[config.mk]
export PLATFORM = sky130hd
export DESIGN_NAME = sactl_ram
export DESIGN_NICKNAME = d
export VERILOG_FILES = /design/src/hdl/set_assoc_cache_tag_lru_unit_assert.svh /design/src/hdl/sactl_ram.sv
export SDC_FILE = /design/constraint.sdc
export NUM_CORES = 1
export LEC_CHECK = 0
export ABC_AREA = 1
export BUFFER_PORTS_ARGS = -buffer_cell sky130_fd_sc_hd__buf_2
export CAP_MARGIN = 5
export CORE_UTILIZATION = 51
export DETAILED_ROUTE_END_ITERATION = 16
export HOLD_SLACK_MARGIN = 0.03
export PLACE_DENSITY = 0.69
export SLEW_MARGIN = 20
export SYNTH_ARGS = -nofsm -noshare
export SYNTH_HDL_FRONTEND = slang
export SYNTH_SLANG_ARGS = --single-unit
[constraint.sdc]
create_clock -name clk -period 1.7 [get_ports clk]
set_input_delay 0.085 -clock clk [delete_from_list [all_inputs] [get_ports clk]]
set_output_delay 0.085 -clock clk [all_outputs]
set_load 0.01 [all_outputs]
[src/hdl/set_assoc_cache_tag_lru_unit_assert.svh]
// Assertion macros shared by the cache tag and replacement unit.
`ifndef SET_ASSOC_CACHE_TAG_LRU_UNIT_ASSERT_SVH
`define SET_ASSOC_CACHE_TAG_LRU_UNIT_ASSERT_SVH

// Same-cycle implication, sampled on clk and held off during reset.
`define SACTL_ASSERT_SAME(label, ante, cons, msg) \
  label: assert property (@(posedge clk) disable iff (!rst_n) (ante) |-> (cons)) \
    else $error(msg);

// Next-cycle implication, sampled on clk and held off during reset.
`define SACTL_ASSERT_NEXT(label, ante, cons, msg) \
  label: assert property (@(posedge clk) disable iff (!rst_n) (ante) |=> (cons)) \
    else $error(msg);

`endif

[src/hdl/sactl_ram.sv]
// Generic single-write, single-read RAM with a registered read port.
`timescale 1ns / 1ps
module sactl_ram #(
  parameter int unsigned WIDTH = 8,
  parameter int unsigned DEPTH = 64,
  localparam int unsigned AW = (DEPTH > 1) ? $clog2(DEPTH) : 1
) (
  input  logic             clk,
  input  logic             wr_en,
  input  logic [AW-1:0]    wr_addr,
  input  logic [WIDTH-1:0] wr_data,
  input  logic             rd_en,
  input  logic [AW-1:0]    rd_addr,
  output logic [WIDTH-1:0] rd_data
);

  logic [WIDTH-1:0] mem [DEPTH];

  always_ff @(posedge clk) begin
    if (wr_en) begin
      mem[wr_addr] <= wr_data;
    end
    if (rd_en) begin
      rd_data <= mem[rd_addr];
    end
  end

endmodule

==> impl_metrics.env <==
export IMPL_outcome="completed"
export IMPL_finalClockSkew_ns=0.02387
export IMPL_stdcell_area_mm2=0.02439
export IMPL_cts_post_setup_buffers_inserted=0
export IMPL_synth_warnings=0
export IMPL_tightest_slew_ns=0.8322
export IMPL_grt_setup_unrepaired="false"
export IMPL_viasPerCell=5.704
export IMPL_path_cells="nand2_1 -> nand3_1 -> nand3_1 -> nand2_1 -> nand2_1 -> nand3_1 -> nand3_1 -> nand2_1"
export IMPL_placed_cell_area_mm2=0.02263
export IMPL_grt_pass1_vias=13860
export IMPL_synth_seq_area_share=0.7290
export IMPL_drt_total_wl_mm=52.55
export IMPL_grt_max_degree=80
export IMPL_synth_area_mm2=0.02142
export IMPL_r2r_slack_ns=0.19
export IMPL_syn_inst=1805
export IMPL_drtIter0Drc=1399
export IMPL_synthDistinctLibCells=15
export IMPL_ioPinCount=31
export IMPL_drv_cap=0
export IMPL_clock_latency_ns=0.60
export IMPL_cts_clk_slew_worst_paths_ns=0.06
export IMPL_portBuffers=30
export IMPL_period_share=0.8889
export IMPL_place_hpwl_mm=31.12
export IMPL_rows=74
export IMPL_path_buf_inv=0
export IMPL_area_growth_pct=13.89
export IMPL_finalSetupViolations=0
export IMPL_die_w_um=206.9
export IMPL_grt_pass1_wl_mm=80.65
export IMPL_cpMaxStageDelayCell="edfxtp_1"
export IMPL_finalHoldViolCount=0
export IMPL_critical_path_class="reg -> reg"
export IMPL_drive_gt1_frac=0.1202
export IMPL_cts_buffer_depth=3
export IMPL_slew_headroom=0.4452
export IMPL_wl_per_cell_um=21.19
export IMPL_cp_slowest_stage_delay_ns=0.37
export IMPL_max_clock_freq_mhz=661.7
export IMPL_ys_seq_elements=520
export IMPL_power_density_mw_per_mm2=1125
export IMPL_core_area_mm2=0.04111
export IMPL_clock_root_buffer="clkbuf_16"
export IMPL_antenna_found_initial=2
export IMPL_dieArea_mm2=0.04282
export IMPL_pre_cts_ws_ns=-0.1335
export IMPL_final_net_count=1929
export IMPL_critical_path_top_delay_family="simple AND/OR/NAND/NOR gates"
export IMPL_place_congestion=0.8774
export IMPL_critPathArrivalTime_ns=1.84
export IMPL_peakVddDrop_uv=860.6
export IMPL_synthesis_nets=1828
export IMPL_synth_area_leader_cell="edfxtp_1"
export IMPL_start_util=0.5210
export IMPL_cts_buffers_inserted=52
export IMPL_endpoint_kind="flip-flop"
export IMPL_hold_class="in -> reg"
export IMPL_period_minus_slack_ns=1.511
export IMPL_synth_top_area_share=0.7290
export IMPL_ant_nets=0
export IMPL_grt_usage=0.2545
export IMPL_final_cells=2480
export IMPL_crit_required_ns=2.03
export IMPL_die_y_um=206.9
export IMPL_cts_max_level=2
export IMPL_overflow=0
export IMPL_cp_startpoint="mem[15][5]"
export IMPL_synthTopCellsByArea="edfxtp_1 (73%), nand2_1 (11%), nand3_1 (10%)"
export IMPL_critPathMaxFanout=1
export IMPL_fin_ws_ns=0.1888
export IMPL_avgSynthCellArea_um2=11.87
export IMPL_fillCellCount=3265
export IMPL_min_from="wr_data[4]"
export IMPL_drc=0
export IMPL_dr_pass1_iters=8
export IMPL_drv_slew=0
export IMPL_cp_start_kind="flip-flop"
export IMPL_vias=14150
export IMPL_leakagePower_nw=8.983
export IMPL_cts_tree="built"
export IMPL_reg2reg_from="mem[15][5]"
export IMPL_placedCellCount=2378
export IMPL_clock_sinks=520
-- worst reg2reg max path: stages, from the launching register on --
cell	delay [ns]
edfxtp_1	0.37
nand2_1	0.08
nand3_1	0.09
nand3_1	0.14
nand2_1	0.12
nand2_1	0.09
nand3_1	0.09
nand3_1	0.20
nand2_1	0.09
-- layer usage --
layer / vias up / wire [µm] / track usage
met5: - / 0 / 0
met4: 0 / 1465 / 0.08968
li1: 6560 / - / -
met2: 665 / 25070 / 0.4105
met1: 6837 / 21360 / 0.3486
met3: 83 / 4658 / 0.04600
-- through the flow --
stage / TNS, ns / utilization / hold WS (ns) / power (mW)
final: 0 / 0.5934 / 0.1214 / 27.44
after global routing: 0 / 0.5934 / 0.1225 / 28.24
after CTS: 0 / 0.5933 / 0.08581 / 27.59
after detailed placement: -0.5887 / 0.5506 / 0.4860 / 16.25
after global placement: -0.4131 / 0.5506 / 0.4774 / 16.22
after floorplan: -9.671 / - / 0.1839 / 15.52
-- layout make-up --
class | instances | area [µm²] | share of cell area
Sequential cell | 520 | 15620 | 0.6401
Inverter | 12 | 52.55 | 0.002154
Multi-Input combinational cell | 1160 | 4946 | 0.2027
Clock buffer | 59 | 1349 | 0.05529
Antenna cell | 2 | 5.005 | 0.0002052
Clock inverter | 35 | 346.6 | 0.01421
Tap cell | 532 | 665.6 | 0.02729
Timing Repair Buffer | 160 | 1415 | 0.05801
-- synth_stat cells --
cell type and n:
inv_1 10, nand3_1 439, buf_6 35, buf_1 10, buf_8 2, nor4_1 8
inv_6 1, nand2_1 648, edfxtp_1 520, inv_2 1, buf_4 14, nor2_1 56
clkbuf_1 15, buf_2 37, nand4_1 9
-- sequential cells by signal, indices dropped and copies added, names as in the netlist --
register / count
mem: 512
rd_data: 8
-- where the power goes --
part	leakage (nW)	switching [mW]	internal (mW)	total (mW)
combinational	3.46	1.25	0.498	1.75
clock	0.840	4.71	6.73	11.4
sequential	4.69	0.0360	14.2	14.3
total	8.98	6.00	21.4	27.4
-- worst paths after layout --
kind | endpoint | depth (start not counted)
max reg2reg | rd_data[5] | 8
min reg2reg | rd_data[6] | 8
max | rd_data[5] | 8
min | mem[31][4] | 1
-- logic make-up after synthesis --
logic type             after synthesis  synth area share
DFF                                520            0.7290
and+or+nand+nor                   1160            0.2309
buffers and inverters              125           0.04007
-- repair_timing --
action | CTS | global route
setup endpoints to repair | 0 | 0
hold buffers | 6 | 0
endpoints found under the hold margin | 150 | 0
resized for setup | 0 | 0
-- cell usage in the layout (no fill, tap or decap) --
| cell type | count |
|---|---|
| nand2_1 | 648 |
| edfxtp_1 | 520 |
| nand3_1 | 439 |
| buf_4 | 104 |
| nor2_1 | 56 |
| clkbuf_16 | 53 |
| buf_2 | 28 |
| buf_12 | 21 |
| clkinv_2 | 14 |
| clkinv_1 | 11 |
| inv_1 | 9 |
| nand4_1 | 9 |
| nor4_1 | 8 |
| bufinv_16 | 7 |
| clkbuf_1 | 6 |
| dlygate4sd3_1 | 6 |
| inv_6 | 3 |
| diode_2 | 2 |
| inv_4 | 1 |
| inv_2 | 1 |
| clkinvlp_4 | 1 |
| clkbuf_8 | 1 |
(Power assumes the default switching activity.)
