===== src/hdl/set_assoc_cache_tag_lru_unit_assert.svh =====
// Assertion macros shared by the cache tag and replacement unit.
`ifndef SET_ASSOC_CACHE_TAG_LRU_UNIT_ASSERT_SVH
`define SET_ASSOC_CACHE_TAG_LRU_UNIT_ASSERT_SVH

// Same-cycle implication, sampled on clk and held off during reset.
`define SACTL_ASSERT_SAME(label, ante, cons, msg) \
  label: assert property (@(posedge clk) disable iff (!rst_n) (ante) |-> (cons)) \
    else $error(msg);

// Next-cycle implication, sampled on clk and held off during reset.
`define SACTL_ASSERT_NEXT(label, ante, cons, msg) \
  label: assert property (@(posedge clk) disable iff (!rst_n) (ante) |=> (cons)) \
    else $error(msg);

`endif


===== src/hdl/sactl_pkg.sv =====
// Shared constants and types of the cache tag and replacement unit.
`timescale 1ns / 1ps
package sactl_pkg;

  localparam int unsigned SETS_DEF          = 64;
  localparam int unsigned WAYS_DEF          = 4;
  localparam int unsigned LINE_BYTES_DEF    = 64;
  localparam int unsigned ADDR_BITS_DEF     = 32;
  localparam int unsigned BYPASS_RANGES_DEF = 2;

  // Use stamps and the use tick are fixed at 32 bits.
  localparam int unsigned STAMP_W = 32;

  // Register index: bit 0 picks the bound, the upper bits pick the range.
  localparam int unsigned CFG_IDX_W = 3;
  localparam logic RANGE_BOUND_START = 1'b0;
  localparam logic RANGE_BOUND_END   = 1'b1;

  // Decision of one lookup, handed from the tag compare to the top level.
  typedef struct packed {
    logic hit;
    logic fill;
    logic forward;
    logic update;
  } lk_status_t;

endpackage


===== src/hdl/sactl_bypass_regs.sv =====
// Uncached range registers and the range check of one address.
`timescale 1ns / 1ps
module sactl_bypass_regs #(
  parameter int unsigned RANGES    = sactl_pkg::BYPASS_RANGES_DEF,
  parameter int unsigned ADDR_BITS = sactl_pkg::ADDR_BITS_DEF
) (
  input  logic                           clk,
  input  logic                           rst_n,
  input  logic                           wr_en,
  input  logic [sactl_pkg::CFG_IDX_W-1:0] wr_index,
  input  logic [ADDR_BITS-1:0]           wr_data,
  input  logic [ADDR_BITS-1:0]           addr,
  output logic                           in_range
);
  import sactl_pkg::*;

  logic [ADDR_BITS-1:0] lo_r [RANGES];
  logic [ADDR_BITS-1:0] hi_r [RANGES];
  logic [RANGES-1:0]    range_match;

  // An index past the last range matches no pair and is dropped.
  for (genvar r = 0; r < RANGES; r++) begin : g_range
    always_ff @(posedge clk) begin
      if (!rst_n) begin
        lo_r[r] <= '1;
        hi_r[r] <= '0;
      end else if (wr_en && wr_index[CFG_IDX_W-1:1] == (CFG_IDX_W-1)'(r)) begin
        if (wr_index[0] == RANGE_BOUND_END) begin
          hi_r[r] <= wr_data;
        end else if (wr_index[0] == RANGE_BOUND_START) begin
          lo_r[r] <= wr_data;
        end
      end
    end

    assign range_match[r] = (addr >= lo_r[r]) && (addr <= hi_r[r]);
  end

  assign in_range = |range_match;

endmodule


===== config.mk =====
export PLATFORM = sky130hd
export DESIGN_NAME = sactl_bypass_regs
export DESIGN_NICKNAME = d
export VERILOG_FILES = /design/src/hdl/set_assoc_cache_tag_lru_unit_assert.svh /design/src/hdl/sactl_pkg.sv /design/src/hdl/sactl_bypass_regs.sv
export SDC_FILE = /design/constraint.sdc
export NUM_CORES = 1
export LEC_CHECK = 0
export ABC_CLOCK_PERIOD_IN_PS = 5700
export BUFFER_PORTS_ARGS = -buffer_cell sky130_fd_sc_hd__buf_2
export CAP_MARGIN = 15
export CORE_MARGIN = 2
export CORE_UTILIZATION = 50
export DETAILED_ROUTE_END_ITERATION = 10
export MAX_ROUTING_LAYER = met4
export PLACE_DENSITY = 0.69
export SYNTH_ARGS = -nofsm -noshare
export SYNTH_HDL_FRONTEND = slang
export SYNTH_SLANG_ARGS = --single-unit

===== constraint.sdc =====
create_clock -name clk -period 5.7 [get_ports clk]
set_input_delay 0.855 -clock clk [delete_from_list [all_inputs] [get_ports clk]]
set_output_delay 0.855 -clock clk [all_outputs]
set_load 0.1 [all_outputs]

==> impl_metrics.ini <==
[outcome]
status = finished clean

[logic_synthesis]
synth_nets = 916
ys.warnings.count = 0
ys_seq_area_frac = 0.484
synth-seq-cells = 128
netlist_instances = 718
synth_cell_types = 36
syn-cell-area_um2 = 7940
avgSynthCellArea_um2 = 11.1

[drt]
drc = 0
antenna_left = 0
vias = 5477
viasPerCell = 5.31
wl_per_cell_um = 17.5
first_pass_iters = 4
routed_wl_um = 18100
drt_iter0_markers = 382

[worst_setup_path]
cp_slowest_cell = buf_2
path_max_fanout = 4
crit_path_end_kind = primary output
slowest_delay_ps = 470
critPathKind = primary input to primary output
start_kind = primary input
cp.required_ps = 4850
cp.arrival_ps = 3150
path_cells = buf_2 -> ha_1 -> a21o_1 -> a221o_1 -> a221oi_1 -> o21ai_0 -> a21oi_1 -> a21oi_1 -> o22ai_1 -> buf_2

[timing]
tightest_slew_ps = 571
finalSetupViolations = 0
period_minus_slack_ps = 4000
rsz0062_at_grt = false
timing.setup.tns_ps = 0
slew_viol_final = 0
relSlewSlack = 0.619
fin_crit_sh = 0.702
finalHoldViolations = 0
clock.fmax_mhz = 250

[worst_hold_path]
holdCritPathClass = primary input to flip-flop
worstHoldPathCells = 2

[clock_tree]
cts_buffer_depth = 2
cts_hold_buf = 0
ctsResizeCount = 0
cts.sinks = 128
clockRootBuffer = clkbuf_16
cts_buffers = 17
clk_pin_slew_worst_paths_ps = 50
cts_htree_levels = 4
postCtsSetupBuffers = 0
cts_tree = built

[pwr]
p_int_w = 0.00196
p_sw_w = 0.000635
ir_drop_mv = 0.188
cellLeakagePower_nw = 4.24
comb_power_share = 0.137
power_frac_seq = 0.430
switching_share = 0.244
p_per_area_nw_per_um2 = 281
clkPwrFrac = 0.434

[die]
pin_count = 71
start_util = 0.505
die_area_um2 = 16900
die_height_um = 130
rows = 46
die_x_um = 130
core-area_um2 = 15700

[layout]
multi_input_area_um2 = 3650
fillerInstances = 1300
final_core_util = 0.588
antenna_cells = 0
area_growth_syn_to_layout_pct = 16.5
drive_above_1_share = 0.140
seq_area_um2 = 3840
final_nets = 1001
final_cell_mix = ha_1, edfxtp_1, inv_1

[grt]
grt_remaining_overflow = 0
track_usage = 0.237
antenna_found_initial = 0
grt_max_degree = 33
met2_usage = 0.393
grt_use_met1 = 0.303
grt_pass1_wl_um = 29000
grt_pass1_vias = 5661
grtUsageMet3 = 0.0447
grt-busiest-layer = met2

[placement]
gp_congestion = 0.908
place.detailed.hpwl_um = 12900
numPortBuffers = 70

[run]
cap_violations = 0
-- power by group through the flow --
stage                     registers (W)  logic, W  clock network [W]
after global routing            0.00112  0.000405            0.00118
after CTS                       0.00112  0.000357            0.00113
after detailed placement        0.00114  0.000354                  0
after global placement          0.00113  0.000343                  0
final                           0.00112  0.000355            0.00113
after floorplan                 0.00113  0.000219                  0
-- path summary, 6_finish.rpt --
| path | from | to | slack (ps) |
|---|---|---|---|
| max | addr[25] | in_range | 1700 |
| min | wr_data[17] | lo_r[0][17] | 720 |
-- flip-flops by register name, summed over array words and instances, names as in the netlist --
register / flops
hi_r: 64
lo_r: 64
-- layer usage --
layer,up-vias,part of all wire
met1,2664,0.46
met3,15,0.042
li1,2684,-
met5,-,0
met4,0,0.0085
met2,114,0.49
-- worst max-delay path: cells and delay by family --
kind | cells | cell delay, ps
adders and majority gates | 1 | 310
buffers and inverters | 2 | 600
AOI/OAI and AO/OA | 7 | 1360
-- Yosys cell counts --
master      n  area, um^2
or4_4       1        11.3
nand4_2     1        12.5
o21a_1      2        15.0
o21ai_1     1        5.00
nand2_1    22        82.6
a211oi_1    6        45.0
o31ai_1     2        15.0
or4b_1      1        10.0
nor2b_1     2        12.5
a211oi_2    1        12.5
edfxtp_1  128        3840
a221oi_1    4        35.0
o211ai_1    2        15.0
a221o_1     2        20.0
and4_1      7        61.3
ha_1      128        1600
nand2b_1   55         344
a2111o_1    1        11.3
o22ai_1     1        6.26
o31a_1      1        8.76
a21o_1     23         173
nand3_1    12        60.1
and2_0      2        12.5
or3_1       1        6.26
nand4_1    18         113
a31oi_1     1        6.26
clkbuf_1   12        45.0
nor3_1      6        30.0
nor4_1      3        18.8
or4_1       1        7.51
nor2_1      8        30.0
a21oi_1    47         235
and2_1     64         400
o21ai_0    14        70.1
inv_1     126         473
or2b_1     12        90.1
-- cells by family after synthesis --
| group | synth area share |
|---|---|
| simple gates | 0.164 |
| buf+inv | 0.0652 |
| fa+ha+maj | 0.202 |
| flops | 0.484 |
| compound gates | 0.0848 |
-- per-stage QoR --
step	power [W]	setup WS [ps]	cells	hold WS [ps]	cell area, um^2
after CTS	0.00261	1690	1032	715	9250
after floorplan	0.00135	1210	718	1030	7940
after detailed placement	0.00149	1690	1000	1150	8640
final	0.00260	1700	1032	722	9250
after global placement	0.00148	1660	1000	1140	8640
after global routing	0.00271	1510	1032	718	9250
-- final cells by class --
cell class	instances	area share
flip-flops and latches	128	0.416
multi-input cells	452	0.394
inverters	126	0.0512
clock buffers	19	0.0468
repair buffers	78	0.0444
well taps	216	0.0292
clock inverters	13	0.0183
No activity file was read; power rests on OpenSTA's default activity.
