### config.mk
export PLATFORM = sky130hd
export DESIGN_NAME = sactl_lookup
export DESIGN_NICKNAME = d
export VERILOG_FILES = /design/src/hdl/set_assoc_cache_tag_lru_unit_assert.svh /design/src/hdl/sactl_pkg.sv /design/src/hdl/sactl_lookup.sv
export SDC_FILE = /design/constraint.sdc
export NUM_CORES = 1
export LEC_CHECK = 0
export BUFFER_PORTS_ARGS = -buffer_cell sky130_fd_sc_hd__buf_2
export CAP_MARGIN = 30
export CORE_AREA = 2 2 187 189
export DETAILED_ROUTE_END_ITERATION = 12
export DIE_AREA = 0 0 189 191
export PLACE_DENSITY = 0.49
export SYNTH_ARGS = -nofsm -noshare
export SYNTH_HDL_FRONTEND = slang
export SYNTH_SLANG_ARGS = --single-unit
### constraint.sdc
create_clock -name vclk -period 8.4
set_clock_uncertainty 0.1 [all_clocks]
set_input_delay 0.84 -clock vclk [all_inputs]
set_output_delay 0.84 -clock vclk [all_outputs]
set_load 0.1 [all_outputs]
### src/hdl/set_assoc_cache_tag_lru_unit_assert.svh
// Assertion macros shared by the cache tag and replacement unit.
`ifndef SET_ASSOC_CACHE_TAG_LRU_UNIT_ASSERT_SVH
`define SET_ASSOC_CACHE_TAG_LRU_UNIT_ASSERT_SVH

// Same-cycle implication, sampled on clk and held off during reset.
`define SACTL_ASSERT_SAME(label, ante, cons, msg) \
  label: assert property (@(posedge clk) disable iff (!rst_n) (ante) |-> (cons)) \
    else $error(msg);

// Next-cycle implication, sampled on clk and held off during reset.
`define SACTL_ASSERT_NEXT(label, ante, cons, msg) \
  label: assert property (@(posedge clk) disable iff (!rst_n) (ante) |=> (cons)) \
    else $error(msg);

`endif

### src/hdl/sactl_pkg.sv
// Shared constants and types of the cache tag and replacement unit.
`timescale 1ns / 1ps
package sactl_pkg;

  localparam int unsigned SETS_DEF          = 64;
  localparam int unsigned WAYS_DEF          = 4;
  localparam int unsigned LINE_BYTES_DEF    = 64;
  localparam int unsigned ADDR_BITS_DEF     = 32;
  localparam int unsigned BYPASS_RANGES_DEF = 2;

  // Use stamps and the use tick are fixed at 32 bits.
  localparam int unsigned STAMP_W = 32;

  // Register index: bit 0 picks the bound, the upper bits pick the range.
  localparam int unsigned CFG_IDX_W = 3;
  localparam logic RANGE_BOUND_START = 1'b0;
  localparam logic RANGE_BOUND_END   = 1'b1;

  // Decision of one lookup, handed from the tag compare to the top level.
  typedef struct packed {
    logic hit;
    logic fill;
    logic forward;
    logic update;
  } lk_status_t;

endpackage

### src/hdl/sactl_lookup.sv
// Tag compare, victim choice and row update for one set.
`timescale 1ns / 1ps
module sactl_lookup #(
  parameter int unsigned WAYS  = sactl_pkg::WAYS_DEF,
  parameter int unsigned TAG_W = 20,
  parameter int unsigned WAY_W = 2
) (
  input  logic                                kind,
  input  logic                                in_range,
  input  logic [TAG_W-1:0]                    tag,
  input  logic [WAYS-1:0]                     valid_row,
  input  logic [WAYS*TAG_W-1:0]               tag_row,
  input  logic [WAYS*sactl_pkg::STAMP_W-1:0]  stamp_row,
  input  logic [sactl_pkg::STAMP_W-1:0]       new_stamp,
  output sactl_pkg::lk_status_t               status,
  output logic [WAY_W-1:0]                    way,
  output logic [WAYS*TAG_W-1:0]               tag_row_nxt,
  output logic [WAYS*sactl_pkg::STAMP_W-1:0]  stamp_row_nxt
);
  import sactl_pkg::*;

  logic [WAYS-1:0]    match;
  logic [WAY_W-1:0]   hit_way;
  logic [WAY_W-1:0]   free_way;
  logic [WAY_W-1:0]   lru_way;
  logic [WAY_W-1:0]   victim;
  logic [STAMP_W-1:0] least;

  always_comb begin
    for (int w = 0; w < WAYS; w++) begin
      match[w] = valid_row[w] && (tag_row[w*TAG_W +: TAG_W] == tag);
    end
  end

  // Walk downward so the lowest matching or free way wins.
  always_comb begin
    hit_way  = '0;
    free_way = '0;
    for (int w = WAYS - 1; w >= 0; w--) begin
      if (match[w]) begin
        hit_way = WAY_W'(w);
      end
      if (!valid_row[w]) begin
        free_way = WAY_W'(w);
      end
    end
  end

  // Strict compare keeps the lowest way on equal stamps.
  always_comb begin
    least   = stamp_row[0 +: STAMP_W];
    lru_way = '0;
    for (int w = 1; w < WAYS; w++) begin
      if (stamp_row[w*STAMP_W +: STAMP_W] < least) begin
        least   = stamp_row[w*STAMP_W +: STAMP_W];
        lru_way = WAY_W'(w);
      end
    end
  end

  assign victim = (&valid_row) ? lru_way : free_way;

  always_comb begin
    status.hit     = !in_range && (|match);
    status.fill    = !in_range && !(|match) && !kind;
    status.forward = in_range || kind;
    status.update  = status.hit || status.fill;
  end

  always_comb begin
    if (status.hit) begin
      way = hit_way;
    end else if (status.fill) begin
      way = victim;
    end else begin
      way = '0;
    end
  end

  always_comb begin
    for (int w = 0; w < WAYS; w++) begin
      tag_row_nxt[w*TAG_W +: TAG_W] = (status.fill && way == WAY_W'(w)) ?
                                      tag : tag_row[w*TAG_W +: TAG_W];
      stamp_row_nxt[w*STAMP_W +: STAMP_W] = (status.update && way == WAY_W'(w)) ?
                                            new_stamp : stamp_row[w*STAMP_W +: STAMP_W];
    end
  end

endmodule

==> results of run 1 <==
[where the power goes]
part           switching, mW  internal [mW]
Combinational          0.973          0.657
Clock                      0              0
Sequential                 0              0
Total                  0.973          0.657
[worst paths after layout]
kind | end | from | slack, ns | depth (start not counted)
worst min-delay path | tag_row_nxt[41] | tag_row[41] | 1.99 | 3
worst max-delay path | tag_row_nxt[32] | stamp_row[39] | -0.24 | 34
[kinds of logic (layout without fill, tap and decap cells)]
| group | Yosys count | in the layout | synth area share, % |
|---|---|---|---|
| xor gates and xnor gates | 81 | 81 | 10.68 |
| and+or+nand+nor | 190 | 190 | 15.16 |
| muxes | 239 | 239 | 39.93 |
| adders and majority gates | 93 | 93 | 17.52 |
| AOI/OAI and AO/OA | 123 | 123 | 11.41 |
| buffers and inverters | 84 | 695 | 5.293 |
[cell usage in the layout, fill, tap and decap left out, types with 4 or more instances in the layout]
master,n
inv_2,9
a21oi_1,18
buf_6,51
mux2i_4,21
xnor2_1,53
and3_4,4
nor2_2,4
inv_1,20
o21a_1,6
mux2_1,20
buf_2,247
buf_12,167
xor2_1,28
nand2_2,6
a221oi_2,4
nand2_1,52
nand3_1,11
o21ai_1,17
buf_8,10
mux2i_2,4
a211oi_1,4
nor3_1,8
nand4_1,34
and4_4,4
mux2_2,90
o21ai_2,7
nor4_1,12
buf_4,176
ha_4,30
ha_1,60
mux2i_1,6
inv_4,6
nor2_1,17
o21ai_0,31
mux2_4,98
clkbuf_16,7
[cell type report]
class / count / area, µm² / area share, %
Timing Repair Buffer: 660 / 6855 / 44.89
Tap cell: 455 / 569.3 / 3.728
Multi-Input combinational cell: 726 / 7700 / 50.42
Inverter: 35 / 146.4 / 0.9586
[layer usage]
metal / up-vias / global-route usage, %
li1: 4267 / -
met1: 4301 / 24.70
met2: 368 / 39.60
met3: 33 / 2.680
met4: 0 / 2.915
met5: - / 0
[timing repair]
action,4_1_cts,5_1_grt
pin swaps,47,35
hold buffers,0,0
buffers inserted,20,18
cloned,7,8
gates resized for setup,288,177
endpoints found under the setup margin,210,209
[critical path: cells and delay by family]
family | cells | cell delay, ns
fa+ha+maj | 3 | 0.82
buf+inv | 8 | 1.17
mux | 2 | 0.56
compound gates | 10 | 2.33
simple gates | 11 | 1.95
==> run_results.csv, run 1 <==
group,metric,value,unit
placement,detailed_place_hpwl,33.57,mm
synth,syn_nets,1169,
cells_and_area,final_cells,1876,
worst_setup_path,path_class,"in2out",
synth,yosys.cell_types.count,58,
synth,synthesis.area,6643,µm²
route,vias,8969,
global_route,grt_max_degree,28,
cells_and_area,n_sequential_cell,0,
cells_and_area,regArea,0,µm²
route,dr_wl_met2,21.83,mm
synth,yosysWarnings,0,
cells_and_area,drive_above_1_share,69.81,%
synth,seq_area_frac_synth,0,%
power,p_total,1.630,mW
route,highest_layer,"met4",
cells_and_area,area_delta_synth_final,129.9,%
timing,hold_viol,0,
global_route,antenna_found_initial,1,
synth,synth_area_per_cell,8.201,µm²
run,max-cap-violations,0,
worst_setup_path,critPathArrivalTime,7.70,ns
placement,placed_area,12860,µm²
timing,final.setup.tns,-27.04,ns
cells_and_area,final_util,44.76,%
run_status,status,"finished, violations left",
global_route,grt_pass1_wl,57.08,mm
route,routed_via_density,4.781,
route,ant_nets,0,
global_route,grt_pass1_vias,9237,
timing,timing.hold.ws,1.993,ns
route,wl_met1,16.54,mm
worst_setup_path,end_kind,"output pin",
floorplanning,ioPinCount,480,
timing,fin_ws,-0.2441,ns
power,ir_drop,0.05548,mV
floorplanning,die_h,191,µm
cells_and_area,clkbuf_count,0,
floorplanning,start_util,19.47,%
floorplanning,core_area,34120,µm²
route,wirelength,41.68,mm
route,drcViolationCount,0,
worst_setup_path,slowest_delay,0.62,ns
worst_setup_path,slowest_stage,"or4b_4",
placement,place_inst,1831,
timing,worstMarginPinSlew,0.9197,ns
placement,place_ws,-1.135,ns
synth,synth_top_area_share,19.83,%
floorplanning,row_count,68,
floorplanning,dieWidth,189,µm
worst_setup_path,crit_path_start_kind,"input port",
worst_hold_path,min_path_type,"in2out",
synth,yosys-top-cells-count,"mux2_2, ha_1, mux2_1",
timing,setup_viol,199,
worst_setup_path,path_max_fanout,10,
placement,globalplace.congestion,0.8668,
power,p_leak,7.062,nW
placement,port_buffers,480,
synth,synth_most_common_cell,"mux2_2",
global_route,overflow,0,
timing,fin_crit_sh,102.9,%
route,wl_met3,2.455,mm
timing,max_freq,115.7,MHz
timing,drv_slew,0,
route,first_iter_violations,329,
synth,synthCells,810,
cells_and_area,nets,1782,
cells_and_area,final_area,15270,µm²
global_route,grtUsageTotal,20.62,%
route,wl_per_cell,22.22,µm
cells_and_area,fillers,3193,
cells_and_area,n_antenna_cell,0,
route,first_pass_iters,5,
timing,rsz0062_at_grt,"true",
synth,synth.area.top_cells,"mux2_2, ha_1, mux2_1",
synth,yosys.area.top_type,"mux2_2",
floorplanning,die_area,36100,µm²
power,cellPowerDensity,106.8,nW/µm²
timing,min_period,8.644,ns
run_status,violations,"setup timing",
timing,maxSlewHeadroom,38.12,%
worst_setup_path,worst_ep_required_time,7.46,ns
Note: power is estimated with default switching activity, not from simulation.
==> inputs of run 2 (changes only) <==
--- a/config.mk
+++ b/config.mk
@@ -10,7 +10,7 @@
 export CORE_AREA = 2 2 187 189
 export DETAILED_ROUTE_END_ITERATION = 12
 export DIE_AREA = 0 0 189 191
-export PLACE_DENSITY = 0.49
+export PLACE_DENSITY = 0.54
 export SYNTH_ARGS = -nofsm -noshare
 export SYNTH_HDL_FRONTEND = slang
 export SYNTH_SLANG_ARGS = --single-unit
==> run_results.csv, run 2 (synthesized netlist as in run 1, its figures left out) <==
group,metric,value,unit
timing,drv_slew,0,
global_route,gr-usage-met2,39.88,%
power,p_leak,7.243,nW
timing,hold_viol,0,
worst_hold_path,min_path_type,"in2out",
timing,fin_crit_sh,104.4,%
cells_and_area,n_sequential_cell,0,
global_route,met1_usage,24.95,%
floorplanning,ioPinCount,480,
floorplanning,die_area,36100,µm²
cells_and_area,final_cell_mix,"buf_2, buf_12, mux2_4, buf_4, ha_1",
route,first_pass_iters,5,
floorplanning,core_area,34120,µm²
global_route,grtUsageTotal,21.04,%
worst_setup_path,path_class,"in2out",
worst_setup_path,worst_ep_required_time,7.46,ns
route,ant_nets,0,
power,cellPowerDensity,107.0,nW/µm²
floorplanning,row_count,68,
global_route,grt_max_degree,33,
cells_and_area,area_delta_synth_final,134.3,%
cells_and_area,final_util,45.61,%
run_status,violations,"setup timing",
worst_setup_path,worstSetupEndpoint,"tag_row_nxt[37]",
worst_setup_path,path_buf_inv,9,
route,first_iter_violations,506,
floorplanning,start_util,19.47,%
cells_and_area,regArea,0,µm²
cells_and_area,nets,1785,
timing,fin_ws,-0.3724,ns
floorplanning,die_h,191,µm
power,p_total,1.666,mW
cells_and_area,drive_above_1_share,68.47,%
power,ir_drop,0.06098,mV
global_route,overflow,0,
worst_hold_path,holdPathStages,3,
worst_setup_path,path_max_fanout,20,
worst_setup_path,crit_path_start_kind,"input port",
timing,max_freq,114.0,MHz
global_route,grt_pass1_vias,9386,
route,routed_via_density,5.034,
timing,worstMarginPinSlew,1.069,ns
run,max-cap-violations,0,
global_route,use_met3,3.305,%
timing,maxSlewHeadroom,28.08,%
timing,rsz0062_at_grt,"true",
global_route,grt_pass1_wl,58.03,mm
floorplanning,dieWidth,189,µm
worst_setup_path,slowest_delay,0.53,ns
route,wl_per_cell,24.24,µm
cells_and_area,final_common_cell,"buf_2",
worst_setup_path,cp-startpoint,"stamp_row[59]",
route,wirelength,45.58,mm
worst_setup_path,cp.depth,34,
route,drcViolationCount,0,
timing,setup_viol,208,
global_route,antenna_found_initial,1,
timing,final.setup.tns,-59.76,ns
route,vias,9464,
timing,min_period,8.772,ns
global_route,grt-busiest-layer,"met2",
clock_tree,ctsHoldBuffers,0,
placement,globalplace.congestion,0.8828,
placement,detailed_place_hpwl,32.57,mm
worst_setup_path,critPathArrivalTime,7.83,ns
placement,port_buffers,480,
run_status,status,"finished, violations left",
worst_setup_path,slowest_stage,"or4_4",
cells_and_area,clkbuf_count,0,
worst_setup_path,crit_top_cell,"buf_4",
cells_and_area,fillers,3122,
worst_setup_path,crit_family,"simple AND/OR/NAND/NOR gates",
worst_setup_path,end_kind,"output pin",
-- run 2: tightest hold or removal path, cell delays in order --
cell    delay [ns]
buf_2         0.09
mux2_4        0.15
buf_12        0.16
-- run 2: final cells by class --
class,instances,area (µm²),share of cell area (%)
multi-input combinational,732,7604,48.86
timing repair buffer,657,7251,46.59
tap,455,569.3,3.658
inverter,35,136.4,0.8763
antenna,1,2.502,0.01608
-- run 2: power breakdown --
part	leakage [nW]	total, mW	internal, mW	switching, mW
logic	7.24	1.67	0.668	0.998
registers	0	0	0	0
clock network	0.00000634	0.0000000160	0.0000000160	0
-- run 2: repair_timing --
action	CTS	global route
gates resized for setup	376	326
gates cloned	10	16
pin swaps	46	54
buffers inserted	24	19
endpoints found under the setup margin	210	210
-- run 2: how the worst min path moves through the flow --
stage                 endpoint   startpoint
2_1_floorplan  tag_row_nxt[41]  tag_row[41]
3_3_place_gp   tag_row_nxt[50]  tag_row[50]
3_5_place_dp   tag_row_nxt[48]  tag_row[48]
4_1_cts        tag_row_nxt[48]  tag_row[48]
5_1_grt        tag_row_nxt[51]  tag_row[51]
6_report       tag_row_nxt[48]  tag_row[48]
-- run 2: metal layers --
layer	wire length, µm	vias to the layer above	part of all wire, %
li1	-	4294	-
met1	17680	4603	39
met2	23320	495	51
met3	3430	72	7.5
met4	1146	0	2.5
met5	0	-	0
-- run 2: through the flow --
stage,instances,hold slack (ns),worst slack (ns),cell area [µm²]
2_1_floorplan,810,1.900,-0.07949,6733
3_3_place_gp,1813,1.991,-1.429,12050
3_5_place_dp,1813,1.993,-1.705,12050
4_1_cts,1846,1.993,-0.3012,13860
5_1_grt,1880,2.008,-0.5983,15560
6_report,1880,1.995,-0.3724,15560
